$ cat config.mk
export PLATFORM = sky130hd
export DESIGN_NAME = button_click_classifier
export DESIGN_NICKNAME = d
export VERILOG_FILES = /design/src/rtl/bcc_pkg.sv /design/src/rtl/button_click_classifier.sv
export SDC_FILE = /design/constraint.sdc
export NUM_CORES = 1
export LEC_CHECK = 0
export ABC_AREA = 1
export BUFFER_PORTS_ARGS = -buffer_cell sky130_fd_sc_hd__buf_2
export CAP_MARGIN = 20
export CORE_MARGIN = 10
export CORE_UTILIZATION = 32
export CTS_CLUSTER_SIZE = 24
export DETAILED_ROUTE_END_ITERATION = 10
export GPL_TIMING_DRIVEN = 0
export PLACE_DENSITY_LB_ADDON = 0.05
export REMOVE_ABC_BUFFERS = 1
export SKIP_LAST_GASP = 1
export SLEW_MARGIN = 15
export SYNTH_ARGS = -nofsm -noshare
export SYNTH_HDL_FRONTEND = slang
export SYNTH_SLANG_ARGS = --single-unit
$ cat constraint.sdc
create_clock -name clk_i -period 5.3 [get_ports clk_i]
set_input_delay 0 -clock clk_i [delete_from_list [all_inputs] [get_ports clk_i]]
set_output_delay 0 -clock clk_i [all_outputs]
set_load 0.01 [all_outputs]
$ cat src/rtl/bcc_pkg.sv
// Shared types and constants of the button click classifier.
package bcc_pkg;

  localparam int unsigned HoldBitsDef = 32;

  localparam int unsigned CfgIdxW  = 3;
  localparam int unsigned CfgDataW = 16;

  localparam logic [CfgIdxW-1:0] CFG_TICK_MS      = 3'd0;
  localparam logic [CfgIdxW-1:0] CFG_DEBOUNCE     = 3'd1;
  localparam logic [CfgIdxW-1:0] CFG_GAP          = 3'd2;
  localparam logic [CfgIdxW-1:0] CFG_LONG_PERIOD  = 3'd3;
  localparam logic [CfgIdxW-1:0] CFG_LONG_MIN     = 3'd4;

  localparam logic [7:0]  TickMsRst     = 8'd20;
  localparam logic [7:0]  DebounceRst   = 8'd3;
  localparam logic [7:0]  GapRst        = 8'd40;
  localparam logic [7:0]  LongPeriodRst = 8'd25;
  localparam logic [15:0] LongMinRst    = 16'd20;

  typedef enum logic [1:0] {
    KIND_SINGLE = 2'd0,
    KIND_DOUBLE = 2'd1,
    KIND_LONG   = 2'd2
  } event_kind_e;

  typedef struct packed {
    event_kind_e kind;
    logic        over;
    logic [31:0] hold;
  } bcc_word_t;

endpackage

$ cat src/rtl/button_click_classifier.sv
// Button click classifier: debounce, single, double and long press events.
//
// One tick word is taken per clock cycle when the block is not stalled. Each
// tick updates the hold, phase, debounce, gap and touch counters at the
// input; a tick that yields an event is registered in the event word
// register and then goes through the 32x8 press-time multiplier into the
// output register. in_stall_o rises only when both event registers
// are full and the output is stalled. Configuration writes are taken at any
// time and must be made while no event is in flight.
module button_click_classifier
  import bcc_pkg::*;
#(
  parameter int unsigned HOLD_BITS = HoldBitsDef
) (
  input  logic                clk_i,
  input  logic                rst_ni,
  input  logic                cfg_we_i,
  input  logic [CfgIdxW-1:0]  cfg_idx_i,
  input  logic [CfgDataW-1:0] cfg_data_i,
  input  logic                in_valid_i,
  output logic                in_stall_o,
  input  logic                level_i,
  output logic                out_valid_o,
  input  logic                out_stall_i,
  output logic [1:0]          event_kind_o,
  output logic [31:0]         press_time_ms_o,
  output logic                is_double_o
);

  localparam logic [HOLD_BITS-1:0] HoldMax = {HOLD_BITS{1'b1}};

  logic [7:0]  tick_ms_q, debounce_q, gap_q, long_period_q;
  logic [15:0] long_min_q;

  always_ff @(posedge clk_i or negedge rst_ni) begin
    if (!rst_ni) begin
      tick_ms_q     <= TickMsRst;
      debounce_q    <= DebounceRst;
      gap_q         <= GapRst;
      long_period_q <= LongPeriodRst;
      long_min_q    <= LongMinRst;
    end else if (cfg_we_i) begin
      case (cfg_idx_i)
        CFG_TICK_MS:     tick_ms_q     <= cfg_data_i[7:0];
        CFG_DEBOUNCE:    debounce_q    <= cfg_data_i[7:0];
        CFG_GAP:         gap_q         <= cfg_data_i[7:0];
        CFG_LONG_PERIOD: long_period_q <= cfg_data_i[7:0];
        CFG_LONG_MIN:    long_min_q    <= cfg_data_i;
        default: ;
      endcase
    end
  end

  // Tick state
  logic [HOLD_BITS-1:0] hold_q, hold_d;
  logic [7:0]           phase_q, phase_d;
  logic [7:0]           deb_q, deb_d;
  logic [1:0]           touch_q, touch_d;
  logic [7:0]           gapc_q, gapc_d;
  logic                 lock_q, lock_d;

  logic                 in_fire, s1_ready, out_ready;
  logic                 s1_valid_q, out_valid_q;
  bcc_word_t            s1_q, s1_d;
  logic                 have;
  logic [HOLD_BITS-1:0] hold_inc;
  logic [7:0]           phase_inc;
  logic [63:0]          hold_w;
  logic [1:0]           touch_nx;

  assign out_ready  = !out_valid_q || !out_stall_i;
  assign s1_ready   = !s1_valid_q || out_ready;
  assign in_stall_o = !s1_ready;
  assign in_fire    = in_valid_i && s1_ready;

  always_comb begin
    hold_inc  = hold_q;
    phase_inc = phase_q;
    if (hold_q != HoldMax) begin
      hold_inc  = hold_q + HOLD_BITS'(1);
      phase_inc = phase_q + 8'd1;
      if (long_period_q != 8'd0 && phase_inc >= long_period_q) begin
        phase_inc = 8'd0;
      end
    end
    hold_w = 64'(hold_inc);

    have     = 1'b0;
    s1_d     = '{kind: KIND_SINGLE, over: |hold_w[63:32], hold: hold_w[31:0]};
    deb_d    = deb_q;
    touch_d  = touch_q;
    gapc_d   = gapc_q;
    lock_d   = lock_q;
    touch_nx = touch_q + 2'd1;

    if (level_i) begin
      lock_d = 1'b0;
      deb_d  = 8'd0;
      if (touch_q != 2'd0) begin
        if (gapc_q != 8'hFF) begin
          gapc_d = gapc_q + 8'd1;
        end
        if (gapc_d > gap_q) begin
          gapc_d  = 8'd0;
          touch_d = 2'd0;
          have    = 1'b1;
        end
      end
    end else if (!lock_q) begin
      if (deb_q != 8'hFF) begin
        deb_d = deb_q + 8'd1;
      end
      if (deb_d > debounce_q) begin
        deb_d   = 8'd0;
        lock_d  = 1'b1;
        gapc_d  = 8'd0;
        touch_d = touch_nx;
        if (touch_nx > 2'd1) begin
          touch_d     = 2'd0;
          have        = 1'b1;
          s1_d.kind   = KIND_DOUBLE;
        end
      end
    end

    if (!level_i && phase_inc == 8'd0 && hold_inc >= HOLD_BITS'(long_min_q)) begin
      touch_d = 2'd0;
      if (!have) begin
        have      = 1'b1;
        s1_d.kind = KIND_LONG;
      end
    end

    hold_d  = level_i ? '0 : hold_inc;
    phase_d = level_i ? 8'd0 : phase_inc;
  end

  always_ff @(posedge clk_i or negedge rst_ni) begin
    if (!rst_ni) begin
      hold_q  <= '0;
      phase_q <= 8'd0;
      deb_q   <= 8'd0;
      touch_q <= 2'd0;
      gapc_q  <= 8'd0;
      lock_q  <= 1'b0;
    end else if (in_fire) begin
      hold_q  <= hold_d;
      phase_q <= phase_d;
      deb_q   <= deb_d;
      touch_q <= touch_d;
      gapc_q  <= gapc_d;
      lock_q  <= lock_d;
    end
  end

  // Event word register
  always_ff @(posedge clk_i or negedge rst_ni) begin
    if (!rst_ni) begin
      s1_valid_q <= 1'b0;
    end else if (s1_ready) begin
      s1_valid_q <= in_fire && have;
    end
  end

  always_ff @(posedge clk_i) begin
    if (in_fire && have) begin
      s1_q <= s1_d;
    end
  end

  // Press time and output register
  logic [39:0] prod;
  logic [31:0] ptime;
  event_kind_e kind_q;
  logic [31:0] ptime_q;

  assign prod  = 40'(s1_q.hold) * 40'(tick_ms_q);
  assign ptime = (s1_q.over || |prod[39:32]) ? 32'hFFFF_FFFF : prod[31:0];

  always_ff @(posedge clk_i or negedge rst_ni) begin
    if (!rst_ni) begin
      out_valid_q <= 1'b0;
    end else if (out_ready) begin
      out_valid_q <= s1_valid_q;
    end
  end

  always_ff @(posedge clk_i) begin
    if (out_ready && s1_valid_q) begin
      kind_q  <= s1_q.kind;
      ptime_q <= ptime;
    end
  end

  assign out_valid_o     = out_valid_q;
  assign event_kind_o    = kind_q;
  assign press_time_ms_o = ptime_q;
  assign is_double_o     = (kind_q == KIND_DOUBLE);

endmodule

# ---- Word-level counts from Yosys, hierarchy flattened
# Index checks and enable logic that the tools add are counted.
dict set report totals {
  reg_bits 177
  latch_bits 0
  ramBits 0
  mem_bits_ro 0
  in_bits 25
  out_inout_bits 37
  elab_cells 111
  memories 0
}
dict set report op_classes {
  n_addsub 5
  n_mul 1
  n_div 0
  order_cmp 5
  n_eq_ne 13
  n_shift 0
  muxes 42
  bitwise_logic 0
  reduce_logical 28
}
# op n
set ops {}
lappend ops {{8-bit 2-to-1 mux} 17}
lappend ops {{32-bit 2-to-1 mux} 2}
lappend ops {{32-bit by 8-bit multiplier with 40-bit output} 1}
lappend ops {{32-bit by 1-bit adder with 32-bit output, second input constant} 1}
lappend ops {{32-bit by 16-bit greater-or-equal comparator with 1-bit output} 1}
lappend ops {{32-bit inequality test, second input constant} 1}
lappend ops {{8-bit by 1-bit adder with 8-bit output, second input constant} 3}
lappend ops {{2-bit 2-to-1 mux} 9}
lappend ops {{8-bit greater-than comparator} 2}
lappend ops {{8-bit inequality test, second input constant} 2}
lappend ops {{1-bit 2-to-1 mux} 14}
lappend ops {{2-bit AND reduction} 6}
lappend ops {{8-bit greater-or-equal comparator} 1}
lappend ops {{8-bit zero test} 1}
lappend ops {{8-bit nonzero test} 1}
lappend ops {{8-bit OR reduction} 1}
lappend ops {{3-bit by 2-bit equality test with 1-bit output, second input constant} 2}
lappend ops {{1-bit logical AND} 6}
lappend ops {{3-bit by 1-bit inequality test with 1-bit output, second input constant} 2}
lappend ops {{1-bit zero test} 5}
lappend ops {{5-bit AND reduction} 1}
lappend ops {{4-bit AND reduction} 1}
lappend ops {{2-bit nonzero test} 2}
lappend ops {{3-bit by 1-bit equality test with 1-bit output, second input constant} 1}
lappend ops {{10 further kinds} 11}

# ---- Depth between registers and ports, before layout
dict set report logic_depth {
  ltp_word 10
  depth_mapped 28
  depth_no_buf 26
}

# ---- Worst setup path before layout
# Ideal clock, no wire load.
dict set report synth_path {
  kind {reg-to-reg}
  from {register tick_ms_q[4]}
  to {register ptime_q[10], in the netlist press_time_ms_o[10], data pin}
  setup_time_ps 265
  t_arrival_ps 4857
  required_time_ps 5035
  slack_ps 178
  path_stages_with_launch 24
  path_buffers 3
  synth_period_minus_slack_ps 5122
  path_cell_list {dfstp_2 > clkbuf_1 > clkbuf_1 > nand2_1 > fa_1 > fa_1 > inv_1 > fa_1 > inv_1 > fa_1 > inv_1 > ha_1 > a21oi_1 > a21boi_2 > o21ai_2 > nand3_1 > nand2_1 > nand2_1 > nand3b_1 > nand2_1 > nand2_1 > nor2_2 > buf_4 > nand4_1}
}
dict set report synth_via {
  elab_chain_len 2
}
# item line_no
set synth_lines {}
lappend synth_lines {{start: declaration} button_click_classifier.sv:32} ;# logic [7:0] tick_ms_q, debounce_q, gap_q, long_period_q;
lappend synth_lines {{start signal: assignment} button_click_classifier.sv:37} ;# tick_ms_q <= TickMsRst;
lappend synth_lines {{start signal: assignment} button_click_classifier.sv:44} ;# CFG_TICK_MS: tick_ms_q <= cfg_data_i[7:0];
lappend synth_lines {{32-bit by 8-bit multiplier with 40-bit output *} button_click_classifier.sv:177} ;# assign prod = 40'(s1_q.hold) * 40'(tick_ms_q);
lappend synth_lines {{8-bit OR reduction} button_click_classifier.sv:178} ;# assign ptime = (s1_q.over || |prod[39:32]) ? 32'hFFFF_FFFF : prod[31:0];
lappend synth_lines {{end signal: assignment} button_click_classifier.sv:191} ;# ptime_q <= ptime;
lappend synth_lines {{end: declaration} button_click_classifier.sv:175} ;# logic [31:0] ptime_q;
# Mark *: on every way between the ends. The rest lies on a longest branch, timed or not.
# A chain may end at the register's enable or synchronous reset.

# ---- Worst setup path after layout
dict set report layout_path {
  from {register tick_ms_q[4]}
  to {register ptime_q[29], in the netlist press_time_ms_o[29], data pin}
}
# Same word-level chain as after synthesis.

==> results.md <==
- Synth top area share: 20.0%
- Num Clock Sinks: 177
- Final setup fails: 0
- Via density: 4.62
- Most numerous cell in the Yosys netlist: nand2_1
- DRT Pass-1 Iters: 5
- First-iteration detailed-routing DRC count: 710
- CTS Buf Count: 17
- Max-Cap Viols: 0
- Port Buffers: 61
- CP max stage delay: 660 ps
- Peak VDD IR: 426 uV
- Ports: 62
- Post-Syn Instances: 2368
- Critical path launch point type: flop
- CP most frequent cell: fa_1
- Post-synth ARST share: 61.6%
- Post-Synthesis Cell Area: 0.0180 mm2
- Synth top cells by count: nand2_1, inv_1, fa_1
- DRC viols: 0
- H-tree Lvls: 4
- Clock skew: 18.7 ps
- Critical path capture point type: flop
- Setup WS pre-CTS: -961 ps
- Synth Warn #: 0
- Tot Pwr: 14200 uW
- Top_reg_cell synth: dfrtp_1
- Fraction of layout cells with a size suffix above 1: 17.0%
- Path length in cells of the critical path: 23
- R2R cell count: 23
- Initial antenna violation count: 1
- Synth cell types: 49
- CP arrival: 5450 ps
- Setup crit start: tick_ms_q[4]$_DFFE_PN1P_
- Worst-case register-to-register setup slack: 70 ps
- Die width: 257 um
- Vias in the first global route: 15.5k
- Final Hold Fails: 0
- Crit-path leading delay family: adder cells
- Reg2reg end: press_time_ms_o[29]$_SDFFCE_PP1P_
- Worst skew pair latency: 490 ps
- Measured slew at the worst slew-check pin: 965 ps
- Chip height: 257 um
- Post-synth EDFFs: 68
- Starting density of the core: 32.6%
- Synthesized flop and latch total: 177
- Drt wl/cell: 16.3 um
- Final ANT Viol Nets: 0
- CP Cell Sequence: buf_12 -> buf_16 -> nand2_1 -> inv_1 -> fa_1 -> fa_1 -> fa_1 -> inv_1 -> fa_1 -> inv_2 -> ha_4 -> nand2_4 -> nor2_4 -> nand2_2 -> nor4b_2 -> nand2_1 -> nand2_2 -> nand2_2 -> nand3_2 -> nand2_4 -> nor2_4 -> clkbuf_16 -> nand4_1
- Rows: 86
- Die area: 0.0663 mm2
- CP Capture Point: press_time_ms_o[29]$_SDFFCE_PP1P_
- Yosys top cell by area: fa_1
- Overall via count from detail_route: 14.9k
- Final net count: 2780
- Fmax: 191 MHz
- Number of buffers and inverters on the critical path: 6
- Tmin final: 5230 ps
- PnR worst setup slack: 69.9 ps
- First-pass GRT wire length: 84000 um
- Status: finished, final reports clean
- Post-Syn Area per Cell: 7.62 um2
- Slew Viols, Final: 0
- Largest net degree at the start of global routing: 66
- Core ar.: 0.0554 mm2
- GPL Wtd Cong: 0.868
- WS Path Type: flop to flop
- Area grow syn2layout: 21.7%
- CTS Root Cell: clkbuf_16
- Period utilisation layout: 98.7%
- Hold WC Path Type: primary input to flop
- Overall routing resource usage: 15.9%
- Cell Pwr Density: 645 mW/mm2
- # fillers: 5679
- TritonCTS clock tree: done
- Max-Slew Margin vs Limit: 35.0%
- Post-synthesis sequential area ratio: 26.5%
- Dpl hpwl: 38200 um
- CP Max Fanout: 8
- Unrepaired setup endpoints after global routing: true
- Final wirelength: 52800 um
- CP max-delay cell: dfstp_4
- FF-to-FF Start: tick_ms_q[4]$_DFFE_PN1P_
- Core Util, Final: 39.6%
- Total gr overflow: 0
- Synth area leaders: fa_1, dfrtp_1, nand2_1
- Pleak: 0.0113 uW
- Critical path required time: 5520 ps
- Max Root-Sink Buffers: 2
- Clock transition at the registers of the reported paths: 80 ps
-- stage by stage --
stage	instance area [um2]	std cells	hold slack, ps	setup TNS, ps
finish	22000	3231	146	0
global route	22000	3230	201	-3480
global placement	18800	3083	238	-69020
CTS	20700	3186	121	0
floorplan	17600	2274	-296	-5710
detailed placement	19100	3095	-31.6	-29630
-- layer usage --
metal | vias to the layer above | part of all wire (%) | global-route usage (%)
li1 | 7362 | - | -
met5 | - | 0 | 0
met2 | 213 | 48 | 26.4
met1 | 7291 | 48 | 21.3
met3 | 51 | 2.8 | 2.23
met4 | 0 | 1.8 | 4.33
-- layout make-up --
| cell class | instances | area [um2] | area share (%) |
|---|---|---|---|
| multi-input combinational | 1512 | 11700 | 53.5 |
| sequential | 177 | 4800 | 21.9 |
| inverter | 587 | 2210 | 10.1 |
| timing repair buffer | 174 | 1700 | 7.73 |
| tap | 748 | 936 | 4.26 |
| clock buffer | 21 | 460 | 2.10 |
| clock inverter | 11 | 115 | 0.524 |
| antenna | 1 | 2.50 | 0.0114 |
-- layout by cell type, fill, tap and decap left out, drive strengths merged, types with 21 or more instances in the layout --
cell type,n
clkbuf,25
fa,180
dlygate4sd3,21
buf,149
ha,106
nand3,75
inv,593
o21ai,117
edfxtp,68
nor2,156
nand4,39
dfrtp,98
nand2,611
a21oi,82
xor2,36
-- where the power goes --
part | leakage [uW] | internal (uW) | switching [uW]
sequential | 0.00195 | 1630 | 156
clock | 0.000278 | 682 | 602
combinational | 0.00904 | 4710 | 6390
total | 0.0113 | 7020 | 7150
-- how the worst min path moves through the flow --
stage,from,endpoint,slack (ps),depth (start not counted)
floorplan,rst_ni,deb_q[0]$_DFFE_PN0P_,-300,0
global placement,out_stall_i,out_valid_o$_DFFE_PN0P_,240,3
CTS,cfg_idx_i[1],debounce_q[0]$_DFFE_PN1P_,120,4
finish,cfg_idx_i[1],long_period_q[3]$_DFFE_PN1P_,150,3
global route,cfg_idx_i[2],debounce_q[1]$_DFFE_PN1P_,200,4
detailed placement,rst_ni,deb_q[0]$_DFFE_PN0P_,-30,1
-- worst register-to-register path, delay by kind of cell (launching register included) --
kind	cells	cell delay (ps)
adder cells (fa/ha/maj)	5	2240
buffers and inverters	6	640
AND/OR/NAND/NOR	12	1410
flip-flops	1	660
-- logic make-up after synthesis --
logic type / Yosys count / synth area share [%]
XOR/XNOR: 52 / 2.52
flip-flops: 177 / 26.5
AND/OR/NAND/NOR: 913 / 21.0
buffers and inverters: 681 / 14.7
AO/OA/AOI/OAI: 259 / 8.04
adder cells (fa/ha/maj): 286 / 27.3
-- flip-flops by register name (all words and copies together), names as in the netlist --
signal	count
s1_q	34
hold_q	32
press_time_ms_o	32
long_min_q	16
deb_q	8
debounce_q	8
gap_q	8
gapc_q	8
long_period_q	8
phase_q	8
tick_ms_q	8
event_kind_o	2
touch_q	2
lock_q	1
out_valid_o	1
s1_valid_q	1
-- timing repair --
| item | CTS | global route |
|---|---|---|
| pin swaps | 15 | 115 |
| gates resized for setup | 78 | 216 |
| endpoints found under the hold margin | 161 | 0 |
| setup buffers | 36 | 39 |
| endpoints found under the setup margin | 32 | 32 |
| hold buffers | 21 | 0 |
| cloned | 2 | 4 |
No activity file was read; power rests on OpenSTA's default activity.
